==> src/sv/ascii_escape_parser_macros.svh <==
// Assertion macros used by the escape parser top level.
`ifndef ASCII_ESCAPE_PARSER_MACROS_SVH
`define ASCII_ESCAPE_PARSER_MACROS_SVH

`ifndef SYNTHESIS
`define AEP_ASSERT(lbl, prop) \
  lbl: assert property (@(posedge clk) disable iff (!rst_n) (prop)) \
    else $error("aep assertion failed");
`define AEP_ASSERT_IMPLY(lbl, ante, cons) \
  lbl: assert property (@(posedge clk) disable iff (!rst_n) (ante) |-> (cons)) \
    else $error("aep implication failed");
`else
`define AEP_ASSERT(lbl, prop)
`define AEP_ASSERT_IMPLY(lbl, ante, cons)
`endif

`endif

==> src/sv/aep_pkg.sv <==
// Types, codes and character constants for the escape parser.
`default_nettype none

package aep_pkg;

  localparam int OFFSET_BITS_DEF = 16;

  // code units recognized by the parser
  localparam logic [15:0] CU_SPACE  = 16'h0020;
  localparam logic [15:0] CU_TILDE  = 16'h007E;
  localparam logic [15:0] CU_DEL    = 16'h007F;
  localparam logic [15:0] CU_BSLASH = 16'h005C;
  localparam logic [15:0] CU_LOW_R  = 16'h0072;
  localparam logic [15:0] CU_LOW_N  = 16'h006E;
  localparam logic [15:0] CU_LOW_T  = 16'h0074;
  localparam logic [15:0] CU_ZERO   = 16'h0030;
  localparam logic [15:0] CU_LOW_X  = 16'h0078;
  localparam logic [15:0] CU_NINE   = 16'h0039;
  localparam logic [15:0] CU_UP_A   = 16'h0041;
  localparam logic [15:0] CU_UP_F   = 16'h0046;

  // decoded escape bytes
  localparam logic [6:0] BY_BSLASH = 7'h5C;
  localparam logic [6:0] BY_CR     = 7'h0D;
  localparam logic [6:0] BY_LF     = 7'h0A;
  localparam logic [6:0] BY_TAB    = 7'h09;
  localparam logic [6:0] BY_NUL    = 7'h00;

  typedef enum logic [2:0] {
    PH_TEXT   = 3'd0,
    PH_ESC    = 3'd1,
    PH_HEX_HI = 3'd2,
    PH_HEX_LO = 3'd3,
    PH_DRAIN  = 3'd4
  } aep_phase_t;

  typedef enum logic [2:0] {
    ERR_NONE     = 3'd0,
    ERR_NONASCII = 3'd1,
    ERR_CONTROL  = 3'd2,
    ERR_TRAILING = 3'd3,
    ERR_BADHEX   = 3'd4,
    ERR_RANGE    = 3'd5,
    ERR_UNKNOWN  = 3'd6
  } aep_err_t;

  typedef struct packed {
    logic        ok;
    logic [3:0]  val;
  } aep_nib_t;

  typedef struct packed {
    logic        valid;
    logic [6:0]  out_byte;
    logic        has_byte;
    logic        error_flag;
    aep_err_t    error_code;
    logic [15:0] fail_offset;
    logic        done_res;
  } aep_res_t;

  // uppercase hex digit to nibble
  function automatic aep_nib_t hex_nibble(input logic [15:0] cu);
    aep_nib_t n;
    n = '0;
    if (cu >= CU_ZERO && cu <= CU_NINE) begin
      n.ok  = 1'b1;
      n.val = cu[3:0];
    end else if (cu >= CU_UP_A && cu <= CU_UP_F) begin
      n.ok  = 1'b1;
      n.val = 4'(cu[3:0] + 4'd9);
    end
    return n;
  endfunction

endpackage

`default_nettype wire

==> src/sv/aep_decode.sv <==
// Phase and offset state with the per-unit decode logic.
`default_nettype none

module aep_decode import aep_pkg::*; #(
  parameter int OFFSET_BITS = OFFSET_BITS_DEF
) (
  input  wire logic        clk,
  input  wire logic        rst_n,
  input  wire logic        fire,
  input  wire logic [15:0] code_unit,
  input  wire logic        last_unit,
  output aep_res_t         res
);

  localparam logic [OFFSET_BITS-1:0] OFF_MAX = '1;

  aep_phase_t             phase_r, phase_nxt;
  logic [OFFSET_BITS-1:0] unit_off_r, unit_off_nxt;
  logic [OFFSET_BITS-1:0] esc_start_r, esc_start_nxt;
  logic [3:0]             hi_nib_r, hi_nib_nxt;
  logic                   hi_inv_r, hi_inv_nxt;

  logic [OFFSET_BITS:0]    off_inc, esc_plus2;
  logic [OFFSET_BITS-1:0]  off_inc_sat, esc_plus2_sat, err_off;
  logic [OFFSET_BITS+15:0] err_off_ext;
  aep_nib_t               nib;
  logic                   emit_b, emit_e;
  logic [6:0]             byte_v;
  aep_err_t               code;

  assign off_inc       = {1'b0, unit_off_r} + (OFFSET_BITS+1)'(1);
  assign esc_plus2     = {1'b0, esc_start_r} + (OFFSET_BITS+1)'(2);
  assign off_inc_sat   = off_inc[OFFSET_BITS] ? OFF_MAX : off_inc[OFFSET_BITS-1:0];
  assign esc_plus2_sat = esc_plus2[OFFSET_BITS] ? OFF_MAX : esc_plus2[OFFSET_BITS-1:0];
  assign nib           = hex_nibble(code_unit);
  // reported offset is the low 16 bits, zero extended for narrow counters
  assign err_off_ext   = {16'd0, err_off};

  always_comb begin
    phase_nxt     = phase_r;
    esc_start_nxt = esc_start_r;
    hi_nib_nxt    = hi_nib_r;
    hi_inv_nxt    = hi_inv_r;
    emit_b        = 1'b0;
    emit_e        = 1'b0;
    byte_v        = '0;
    code          = ERR_NONE;
    err_off       = '0;

    unique case (phase_r)
      PH_DRAIN: begin
        // drop units until the end of the string
      end
      PH_ESC: begin
        phase_nxt = PH_TEXT;
        priority if (code_unit == CU_BSLASH) begin
          emit_b = 1'b1;
          byte_v = BY_BSLASH;
        end else if (code_unit == CU_LOW_R) begin
          emit_b = 1'b1;
          byte_v = BY_CR;
        end else if (code_unit == CU_LOW_N) begin
          emit_b = 1'b1;
          byte_v = BY_LF;
        end else if (code_unit == CU_LOW_T) begin
          emit_b = 1'b1;
          byte_v = BY_TAB;
        end else if (code_unit == CU_ZERO) begin
          emit_b = 1'b1;
          byte_v = BY_NUL;
        end else if (code_unit == CU_LOW_X) begin
          if (last_unit) begin
            emit_e  = 1'b1;
            code    = ERR_BADHEX;
            err_off = esc_start_r;
          end else begin
            phase_nxt = PH_HEX_HI;
          end
        end else begin
          emit_e  = 1'b1;
          code    = ERR_UNKNOWN;
          err_off = esc_start_r;
        end
      end
      PH_HEX_HI: begin
        hi_inv_nxt = ~nib.ok;
        hi_nib_nxt = nib.ok ? nib.val : 4'd0;
        if (last_unit) begin
          emit_e  = 1'b1;
          code    = ERR_BADHEX;
          err_off = esc_start_r;
        end else begin
          phase_nxt = PH_HEX_LO;
        end
      end
      PH_HEX_LO: begin
        phase_nxt = PH_TEXT;
        // first digit is judged only now, ahead of the second
        priority if (hi_inv_r) begin
          emit_e  = 1'b1;
          code    = ERR_BADHEX;
          err_off = esc_plus2_sat;
        end else if (!nib.ok) begin
          emit_e  = 1'b1;
          code    = ERR_BADHEX;
          err_off = unit_off_r;
        end else if (hi_nib_r[3]) begin
          emit_e  = 1'b1;
          code    = ERR_RANGE;
          err_off = esc_start_r;
        end else begin
          emit_b = 1'b1;
          byte_v = {hi_nib_r[2:0], nib.val};
        end
      end
      default: begin
        phase_nxt = PH_TEXT;
        priority if (code_unit >= CU_SPACE && code_unit <= CU_TILDE &&
                     code_unit != CU_BSLASH) begin
          emit_b = 1'b1;
          byte_v = code_unit[6:0];
        end else if (code_unit != CU_BSLASH) begin
          emit_e  = 1'b1;
          code    = (code_unit > CU_DEL) ? ERR_NONASCII : ERR_CONTROL;
          err_off = unit_off_r;
        end else if (last_unit) begin
          emit_e  = 1'b1;
          code    = ERR_TRAILING;
          err_off = unit_off_r;
        end else begin
          esc_start_nxt = unit_off_r;
          phase_nxt     = PH_ESC;
        end
      end
    endcase

    if (emit_e) begin
      phase_nxt = PH_DRAIN;
    end
    if (last_unit) begin
      phase_nxt = PH_TEXT;
    end
    unit_off_nxt = last_unit ? '0 : off_inc_sat;

    res             = '0;
    res.valid       = emit_b | emit_e;
    res.out_byte    = byte_v;
    res.has_byte    = emit_b;
    res.error_flag  = emit_e;
    res.error_code  = code;
    res.fail_offset = err_off_ext[15:0];
    res.done_res    = emit_e | last_unit;
  end

  always_ff @(posedge clk) begin
    if (!rst_n) begin
      phase_r     <= PH_TEXT;
      unit_off_r  <= '0;
      esc_start_r <= '0;
      hi_nib_r    <= '0;
      hi_inv_r    <= 1'b0;
    end else if (fire) begin
      phase_r     <= phase_nxt;
      unit_off_r  <= unit_off_nxt;
      esc_start_r <= esc_start_nxt;
      hi_nib_r    <= hi_nib_nxt;
      hi_inv_r    <= hi_inv_nxt;
    end
  end

endmodule

`default_nettype wire

==> src/sv/ascii_escape_parser.sv <==
// Top level of the backslash escape parser: input register, decode, result register.
`default_nettype none
`include "ascii_escape_parser_macros.svh"

// Decodes a stream of 16-bit code units, one per cycle while the output
// is not held back, into 7-bit bytes. Each accepted unit passes an input
// register, the decode logic and a result register; a unit that gives no
// result (backslash, escape and hex prefix digits, units dropped after an
// error) leaves no gap in the input. in_tready drops only when the result
// register is full and out_tready is low, so otherwise throughput is one
// unit per cycle. An error result always carries tlast; units after it
// are dropped up to the unit marked tlast, and any bytes already sent for
// that string are to be thrown away downstream. Offsets saturate at
// 2^OFFSET_BITS-1 and are reported in 16 bits.

module ascii_escape_parser import aep_pkg::*; #(
  parameter int OFFSET_BITS = OFFSET_BITS_DEF
) (
  input  wire logic        clk,
  input  wire logic        rst_n,
  input  wire logic        in_tvalid,
  output logic             in_tready,
  input  wire logic [15:0] in_tdata,   // [15:0] code_unit
  input  wire logic        in_tlast,   // last_unit
  output logic             out_tvalid,
  input  wire logic        out_tready,
  output logic [31:0]      out_tdata,  // [6:0] out_byte, [9:7] error_code,
                                       // [25:10] fail_offset, [31:26] zero
  output logic [1:0]       out_tuser,  // [0] has_byte, [1] error_flag
  output logic             out_tlast   // done_res
);

  logic        s1_valid_r, s1_valid_nxt;
  logic [15:0] s1_cu_r, s1_cu_nxt;
  logic        s1_last_r, s1_last_nxt;
  logic        out_valid_r, out_valid_nxt;
  aep_res_t    out_res_r, out_res_nxt;
  aep_res_t    dec_res;
  logic        s1_adv, in_req;

  assign s1_adv    = s1_valid_r && (!out_valid_r || out_tready);
  assign in_tready = !s1_valid_r || s1_adv;
  assign in_req    = in_tvalid && in_tready;

  aep_decode #(
    .OFFSET_BITS (OFFSET_BITS)
  ) u_decode (
    .clk       (clk),
    .rst_n     (rst_n),
    .fire      (s1_adv),
    .code_unit (s1_cu_r),
    .last_unit (s1_last_r),
    .res       (dec_res)
  );

  always_comb begin
    s1_valid_nxt  = s1_valid_r;
    s1_cu_nxt     = s1_cu_r;
    s1_last_nxt   = s1_last_r;
    out_valid_nxt = out_valid_r;
    out_res_nxt   = out_res_r;
    if (in_req) begin
      s1_valid_nxt = 1'b1;
      s1_cu_nxt    = in_tdata;
      s1_last_nxt  = in_tlast;
    end else if (s1_adv) begin
      s1_valid_nxt = 1'b0;
    end
    if (s1_adv) begin
      out_valid_nxt = dec_res.valid;
      out_res_nxt   = dec_res;
    end else if (out_tready) begin
      out_valid_nxt = 1'b0;
    end
  end

  always_ff @(posedge clk) begin
    if (!rst_n) begin
      s1_valid_r  <= 1'b0;
      out_valid_r <= 1'b0;
    end else begin
      s1_valid_r  <= s1_valid_nxt;
      out_valid_r <= out_valid_nxt;
    end
  end

  always_ff @(posedge clk) begin
    s1_cu_r   <= s1_cu_nxt;
    s1_last_r <= s1_last_nxt;
    out_res_r <= out_res_nxt;
  end

  assign out_tvalid = out_valid_r;
  assign out_tdata  = {6'd0, out_res_r.fail_offset, 3'(out_res_r.error_code),
                       out_res_r.out_byte};
  assign out_tuser  = {out_res_r.error_flag, out_res_r.has_byte};
  assign out_tlast  = out_res_r.done_res;

  // a result is either a byte or an error, never both
  `AEP_ASSERT_IMPLY(a_one_kind, out_valid_r, out_tuser[0] ^ out_tuser[1])
  // an error closes the string
  `AEP_ASSERT_IMPLY(a_err_last, out_valid_r && out_tuser[1], out_tlast)
  // byte results carry no error code or offset
  `AEP_ASSERT_IMPLY(a_byte_clean, out_valid_r && out_tuser[0], out_tdata[25:7] == 19'd0)
  // with the result register empty, the input side never stalls
  `AEP_ASSERT(a_no_false_stall, out_valid_r || in_tready)

endmodule

`default_nettype wire
==> config.mk <==
export PLATFORM = sky130hd
export DESIGN_NAME = ascii_escape_parser
export DESIGN_NICKNAME = d
export VERILOG_FILES = /design/src/sv/aep_pkg.sv /design/src/sv/aep_decode.sv /design/src/sv/ascii_escape_parser.sv
export VERILOG_INCLUDE_DIRS = /design/src /design/src/sv
export SDC_FILE = /design/constraint.sdc
export NUM_CORES = 1
export LEC_CHECK = 0
export BUFFER_PORTS_ARGS = -buffer_cell sky130_fd_sc_hd__buf_2
export CAP_MARGIN = 5
export CORE_MARGIN = 2
export CORE_UTILIZATION = 45
export DETAILED_ROUTE_END_ITERATION = 16
export SYNTH_ARGS = -nofsm -noshare
export SYNTH_HDL_FRONTEND = slang
export SYNTH_SLANG_ARGS = --single-unit
==> constraint.sdc <==
create_clock -name clk -period 3.2 [get_ports clk]
set_input_delay 0.48 -clock clk [delete_from_list [all_inputs] [get_ports clk]]
set_output_delay 0.48 -clock clk [all_outputs]
set_load 0.1 [all_outputs]
=== Word level (Yosys, flattened, before mapping) ===
Cells that the tools add are included.

* Add/sub/neg operators: 3
* Magnitude comparators: 7
* Equal/unequal tests: 12
* Multiplexer cells: 82
* Bitwise operators: 7
* Reduce and logical (&&, ||, !) cells: 17

{| class="wikitable"
|+ Operator list
! operator !! count
|-
| two-way mux 16 bit || 16
|-
| == test 16 x 7 -> 1 bit, second input constant || 5
|-
| case mux 16 bit (4 select lines) || 1
|-
| two-way mux 3 bit || 20
|-
| two-way mux 7 bit || 7
|-
| >= comparator 16 x 6 -> 1 bit, second input constant || 2
|-
| <= comparator 16 x 7 -> 1 bit, second input constant || 2
|-
| two-way mux 1 bit || 26
|-
| case mux 3 bit (4 select lines) || 2
|-
| case mux 7 bit (3 select lines) || 1
|-
| adder 16 x 1 -> 17 bit, second input constant || 1
|-
| adder 16 x 2 -> 17 bit, second input constant || 1
|-
| == test 16 x 6 -> 1 bit, second input constant || 1
|-
| >= comparator 16 x 7 -> 1 bit, second input constant || 1
|-
| greater-than comparator 16 x 7 -> 1 bit, second input constant || 1
|-
| <= comparator 16 x 6 -> 1 bit, second input constant || 1
|-
| != test 16 x 7 -> 1 bit, second input constant || 1
|-
| two-way mux 5 bit || 2
|-
| two-way mux 4 bit || 2
|-
| == test 3 x 2 -> 1 bit, second input constant || 2
|-
| logical AND 1 bit || 6
|-
| two-way mux 2 bit || 3
|-
| NOT 1 bit || 5
|-
| AND reduction 5 bit || 1
|-
| other kinds (13) || 18
|}

* Bits in registers: 88
* Output and inout bits: 37
* Logic and storage cells: 143

=== Logic depth before layout (Yosys ltp) ===
Gate-level depths: netlist of run 1.

* Depth after elaboration: 10
* Mapped depth: 10

=== By module ===
Synthesis of run 1 repeated with hierarchy kept, for this count alone.

* Cells, all modules: 527
* Area, all modules: 5,101.1 um2

{| class="wikitable"
|+ Modules (own cells, without submodules)
! module !! instances !! cells an instance !! area an instance (um2)
|-
| aep_decode || 1 || 464 || 3,563.4
|-
| ascii_escape_parser || 1 || 63 || 1,537.7
|}

=== Least setup slack after synthesis of run 1 ===
Ideal clock, no wire load.

* Kind: reg-to-reg
* Start: reg out_valid_r, in the netlist out_tvalid
* End: reg u_decode.unit_off_r[4]
* Arrival: 2,672 ps
* Path slack: 392 ps
* Stages on the path, launching flop included: 8
* Clock period less this slack: 2,808 ps
* Cell sequence: dfxtp_1 -> nor2b_1 -> nand2b_1 -> clkbuf_1 -> inv_1 -> and4_1 -> o21ai_0 -> nor2_1

* Longest elaborated chain between the ends: 3

{| class="wikitable"
|+ Ends and longest elaborated chain
! item !! RTL line !! text
|-
| start: declaration || ascii_escape_parser.sv:36 || <nowiki>logic out_valid_r, out_valid_nxt;</nowiki>
|-
| start signal: assignment || ascii_escape_parser.sv:83 || <nowiki>out_valid_r <= out_valid_nxt;</nowiki>
|-
| logical NOT 1 bit || ascii_escape_parser.sv:41 || <nowiki>assign s1_adv = s1_valid_r && (!out_valid_r || out_tready);</nowiki>
|-
| logical OR 1 bit || ascii_escape_parser.sv:41 ||
|-
| logical AND 1 bit || ascii_escape_parser.sv:41 ||
|-
| via s1_adv || ascii_escape_parser.sv:39 || <nowiki>logic s1_adv, in_req;</nowiki>
|-
| end signal: assignment || aep_decode.sv:164 || <nowiki>unit_off_r <= unit_off_nxt;</nowiki>
|-
| end: declaration || aep_decode.sv:18 || <nowiki>logic [OFFSET_BITS-1:0] unit_off_r, unit_off_nxt;</nowiki>
|}

The timed path passes the listed nets, and every way through them passes these cells.
A chain may end at the register's enable or synchronous reset.

==> metrics, run 1 <==
status finished, final reports clean; Die Width 109.7 um; total gr overflow 0; final setup vio count 0; Area contributors post-synth edfxtp_1 27%, dfxtp_1 17%, mux2i_1 4.6%, nand2_1 3.1%, nor2_1 2.9%; Clock Latency Late Sink 0.38 ns; Synth top area share 0.2746; ys async rst share 0; Slew headroom 0.3853; Int Pwr 0.001655 W; r2r startpoint s1_cu_r[0]; Slew @ Worst Pin around 0.92 ns; IO Pins 58; Starting Density 0.4621; post-CTS setup buffer count 0; DP HPWL approximately 8400 um; num rows 38; max cap viols 0; Max Clock Skew 0.01027 ns; Clock power frac 0.334; GRT Total Usage 0.2123; fmax 341.1 MHz; Synth Flop Type edfxtp_1; DR DRC count 0; maximum buffer depth of the clock tree 2; hold wc startpoint in_tdata[13]; full die area ~12000 um^2; H-tree lvl count 3; cells after synthesis between 500 and 600; Syn-to-layout area delta 9.774%; met2 Resource Use GR 0.3069; TritonCTS clock tree yes; min cycle time layout just under 3 ns; Max IR drop VDD 0.2452 mV; Finished Cell Area 5523 um^2; n_diodes 0; commonest cells in the synthesized netlist 46 x edfxtp_1, 42 x dfxtp_1, 42 x nand2_1, 39 x nor2_1, 27 x clkbuf_1; number of global-route vias before repair 3695; number of synthesized flops with an enable pin 46; Startpoint Class flop; via count 4112; layout cells sized above 1 0.1781; P_leak 2.074 nW; post-synthesis cell type count 73; root buffer cell clkbuf_8; met1 usage 0.3114; final hold vios 0; initial antenna violation count 0; setup TNS 0 ns; register area share after synthesis 0.4417; crit path from s1_cu_r[0]; Final ANT Viol Nets 0; WP data arrival between 3 and 4 ns; Hold Path Class in -> reg; synthesized cell area slightly above 5000 um^2; Wirelength per Cell about 17 um; dominant cell type by area after synthesis edfxtp_1; Pins Over Slew Limit 0; pwr/cell area approximately 430 nW/um^2; Port Buf Inserts 51; Clock transition at path regs 0.09 ns; vias per std cell approximately 5.8; DRT Pass-1 Iters 5; Worst setup EP type flop; pin count of the biggest net entering global routing 38; FF+latch count, synth 88; utilization after layout 0.5072; Seq pwr share 0.528; Sink Count between 80 and 90; most crowded layer after global routing met1; critical-path maximum fanout 17; Power, Total 0.002372 W; CP required between 3 and 4 ns; TritonCTS Buffers 9; unrepaired setup endpoints after global routing no; Placement Cell Area about 5300 um^2; DRT Wirelength approximately 12000 um; combinational share of power 0.138; Crit Path Category reg -> reg; routability congestion estimate ~0.94; 1st-iter DRT viols 359; most frequent cell after synthesis edfxtp_1; Final nets slightly below 600; first-pass GRT wire length 19310 um; core area approximately 11000 um^2; Synth warnings 0; P_sw about 0.00072 W; fin crit share 0.9162; average cell area after synthesis between 9 and 10 um^2; GRT met3 Usage 0.04742; switching share of total power 0.3023; die height roughly 110 um
-- metal layers --
metal  up-vias  wire (um)
li1       2016          -
met1      1927       5440
met2       153       5256
met3        16       1149
met4         0        148
met5         -          0
-- critical path, cell delays in order (launching register included) --
cell and delay (ns):
edfxtp_1 0.49, inv_1 0.20, ha_1 0.19, or4b_1 0.46, and4_4 0.23, a2bb2oi_4 0.48, mux2i_1 0.31, a31oi_1 0.11
o221ai_1 0.27
-- timing repair --
action,CTS,global route
resized for setup,0,1
endpoints found under the setup margin,0,7
hold buffers,0,0
-- layout by cell type, fill, tap and decap left out, drive strengths merged, types with 3 or more instances in the layout --
master  synthesis  final
o221a           7      7
mux2i          23     23
buf            19     62
and2           11     11
or4b            3      3
nor3            8      8
clkinv          0      3
a221o           8      8
o221ai          8      8
a21oi          23     23
or2             4      4
a22oi           8      8
and3            5      5
o21ai          26     26
conb            1      6
or3             4      4
a211oi          4      4
nor2b          21     21
nand3          21     21
edfxtp         46     46
xor2            5      5
nor4            9      9
ha              7      7
nand4           9      9
dfxtp          42     42
a21boi          3      3
inv            23     25
o21a            3      3
a221oi          5      5
nand2b          5      5
and4            4      4
nand3b          4      4
clkbuf         28      9
a31oi          12     12
xnor2           7      7
nand2          42     42
nor2           39     39
-- flip-flops by register name (all words and copies together) (netlist names) --
signal / flops
out_tvalid: 1
u_decode.hi_inv_r: 1
s1_valid_r: 1
s1_cu_r: 16
s1_last_r: 1
u_decode.esc_start_r: 16
out_tlast: 1
u_decode.phase_r: 3
out_tdata: 26
u_decode.hi_nib_r: 4
out_tuser: 2
u_decode.unit_off_r: 16
-- logic make-up after synthesis --
kind of cell	count (synthesis)	synth area share
buffers and inverters	70	0.06665
XOR/XNOR	12	0.02089
AND/OR/NAND/NOR	200	0.2179
other	1	0.0007454
AO/OA/AOI/OAI	128	0.1845
flip-flops	88	0.4417
adder cells (fa/ha/maj)	7	0.01741
multiplexers	25	0.05024
-- per-stage QoR --
| step | hold slack (ns) | cells | setup WS, ns |
|---|---|---|---|
| 4_1_cts | 0.2536 | 707 | 0.2367 |
| 6_report | 0.2704 | 707 | 0.2681 |
| 3_3_place_gp | 0.5283 | 691 | 0.2734 |
| 3_5_place_dp | 0.5418 | 691 | 0.2545 |
| 2_1_floorplan | 0.4873 | 536 | 0.3925 |
| 5_1_grt | 0.2532 | 707 | 0.03872 |
-- layout make-up --
| cell class | count | area, um^2 |
|---|---|---|
| tap | 140 | 175.2 |
| multi-input combinational | 378 | 2500 |
| sequential | 88 | 2222 |
| fill | 1038 | 5365 |
| inverter | 23 | 86.33 |
| timing repair buffer | 62 | 337.8 |
| clock inverter | 7 | 77.57 |
| clock buffer | 9 | 123.9 |
-- worst paths after layout --
kind | end | slack (ns) | depth (start not counted)
setup / recovery | out_tdata[20] | 0.27 | 8
hold / removal | s1_cu_r[13] | 0.27 | 1
setup reg to reg | out_tdata[20] | 0.27 | 8
hold reg to reg | u_decode.esc_start_r[0] | 0.55 | 2
-- power by group through the flow --
stage          registers (W)  logic [W]  clock network, W
2_1_floorplan        0.00140   0.000146                 0
3_3_place_gp         0.00128   0.000327                 0
3_5_place_dp         0.00128   0.000328                 0
4_1_cts              0.00125   0.000329          0.000809
5_1_grt              0.00126   0.000346          0.000863
6_report             0.00125   0.000328          0.000793
(Power assumes the default switching activity.)
==> run 2, diff against run 1 <==
Settings changed: CORE_UTILIZATION 45 to 25.
==> run 2 against run 1 <==
Compared with the run above:
- sequential share of layout area fell by 2.1 points
- die area up 77%
- core utilization decreased by 21 points
- global-route usage shrank 9.5 points
- highest routed layer is now met5
- combinational power up 3%
- cell area is 5.4% higher
- clock-buffer cell count stayed put
- clock skew fell by 0.0034 ns
- clock power rose by 37%
- non-clock buffer count is 4 higher
- hold slack improved by 0.031 ns
==> metrics, run 2 (synthesis results as in run 1) <==
final hold vios 0 (unchanged); status finished, final reports clean; initial antenna violation count 1 (+1); pwr/cell area 459.8 nW/um^2 (+7.1%); reg2reg path depth 8 (unchanged); Clock transition at path regs 0.07 ns (-0.02 ns); P_leak 2.146 nW (+3.5%); critical-path maximum fanout 14 (-3); Reg area 2222 um^2 (unchanged); Sink Count 88 (unchanged); Clock Latency Late Sink 0.35 ns (-0.03 ns); Crit Path Category reg -> reg; most frequent cells in the layout 51 x buf_2, 46 x edfxtp_1, 42 x nand2_1, 42 x dfxtp_1, 39 x nor2_1; CP Cell Sequence inv_1, ha_1, and3b_1, nand4_1, o21ai_0, nor2_1, buf_4, a221o_1; reg2reg setup slack 0.19 ns (-0.08 ns); vias per std cell 4.943 (-15%); full die area 21280 um^2 (+77%); Slew headroom 0.1986 (-0.1868); Levels on crit path 8 (unchanged); core area 19590 um^2 (+80%); Pins Over Slew Limit 0 (unchanged); setup ws final 0.1863 ns (-0.08183 ns); Syn-to-layout area delta 15.74%; min cycle time layout 3.014 ns (+0.08183 ns); post-CTS setup buffer count 0 (unchanged); maximum buffer depth of the clock tree 2 (unchanged); Starting Density 0.2568 (-0.2053); final setup vio count 0 (unchanged); DR DRC count 0 (unchanged); Slew @ Worst Pin 1.198 ns (+0.2791 ns); Final nets 594 (+0.68%); Max Clock Skew 0.006914 ns (-0.003356 ns); pin count of the biggest net entering global routing 38 (unchanged); Port Buf Inserts 51 (unchanged); slowest CP cell nor2_1; Die Width 145.9 um (+33%); IO Pins 58 (unchanged); top cell family by delay on the critical path simple AND/OR/NAND/NOR gates; die height 145.9 um (+33%); Final ANT Viol Nets 0 (unchanged); Largest register FFs 26 (unchanged); DP HPWL 8530 um (+1.6%); slowest stage delay, CP 0.96 ns (+0.47 ns); Max IR drop VDD 0.2204 mV (-10%); first-pass GRT wire length 19970 um (+3.4%); hold-fix buffers at CTS 0 (unchanged); Placement Cell Area 5520 um^2 (+3.7%); Fill cells 2053 (+98%); via count 4132 (+0.49%); cts repair resizes 0 (unchanged); total gr overflow 0 (unchanged); routability congestion estimate 0.8662 (-7.5%); most common cell after layout, fill and taps aside buf_2; Finished Cell Area 5823 um^2 (+5.4%); fmax 331.8 MHz (-2.7%); TritonCTS clock tree yes; Worst setup EP type flop; layout cells sized above 1 0.1839 (+0.005757); r2r startpoint s1_cu_r[0]; number of global-route vias before repair 3817 (+3.3%); crit path from s1_cu_r[0]; CP bufs+invs 2 (+1); num rows 51 (+34%); reg2reg end out_tdata[19]; 1st-iter DRT viols 446 (+24%); fin crit share 0.9418 (+0.02557); Startpoint Class flop; area used by multi-input combinational logic 2500 um^2 (unchanged); Power, Total 0.002677 W (+13%); unrepaired setup endpoints after global routing no; n_diodes 0 (unchanged); DRT Pass-1 Iters 5 (unchanged); H-tree lvl count 3 (unchanged); TritonCTS Buffers 9 (unchanged); Wirelength per Cell 14.79 um (-13%); GRT Total Usage 0.1170 (-0.09532); CP required 3.41 ns (+0.03 ns); Worst Setup EP out_tdata[19]; setup TNS 0 ns (unchanged); max cap viols 0 (unchanged); root buffer cell clkbuf_16; DP Worst Slack 0.2283 ns (-0.02620 ns); Hold Path Class in -> reg; WP data arrival 3.23 ns (+0.12 ns); DRT Wirelength 12360 um (+3.1%)
run 2: changes by cell type in the layout (fill, tap and decap cells not counted):
cell	delta
clkbuf_16	+9
clkbuf_8	-9
buf_4	+3
buf_12	+1
clkinv_4	-1
inv_6	+1
o21ai_0	+1
o21ai_1	-1
run 2: worst min-delay path by stage:
stage / startpoint / endpoint / depth (start not counted) / slack, ns
global route: in_tdata[15] / s1_cu_r[15] / 1 / 0.29
global placement: u_decode.unit_off_r[10] / u_decode.unit_off_r[10] / 1 / 0.52
finish: in_tdata[14] / s1_cu_r[14] / 1 / 0.30
detailed placement: u_decode.esc_start_r[0] / u_decode.esc_start_r[0] / 2 / 0.53
floorplan: u_decode.unit_off_r[10] / u_decode.unit_off_r[10] / 1 / 0.49
CTS: in_tdata[6] / s1_cu_r[6] / 1 / 0.30
run 2: power breakdown:
part | switching (W) | internal [W] | total, W
Combinational | 0.000266 | 0.0000713 | 0.000337
Clock | 0.000474 | 0.000614 | 0.00109
Sequential | 0.0000292 | 0.00122 | 0.00125
run 2: routing by layer:
| layer | GRT usage | share of wire | up-vias |
|---|---|---|---|
| li1 | - | - | 2032 |
| met1 | 0.1596 | 0.49 | 1971 |
| met2 | 0.1771 | 0.45 | 106 |
| met3 | 0.01944 | 0.039 | 21 |
| met4 | 0.06176 | 0.022 | 2 |
| met5 | 0 | 0.0011 | - |
run 2: per-stage QoR:
stage	utilization	hold slack [ns]	instances
after floorplan	-	0.4873	536
after global placement	0.2818	0.5243	820
after detailed placement	0.2818	0.5335	820
after CTS	0.2972	0.2951	836
after global routing	0.2972	0.2920	836
final	0.2972	0.3017	836
run 2: area by class of cell:
| type | instances | area share |
|---|---|---|
| clock buffer | 9 | 0.03868 |
| clock inverter | 7 | 0.01332 |
| inverter | 23 | 0.01483 |
| multi-input combinational | 378 | 0.4293 |
| sequential | 88 | 0.3816 |
| tap | 265 | 0.05694 |
| timing repair buffer | 66 | 0.06532 |
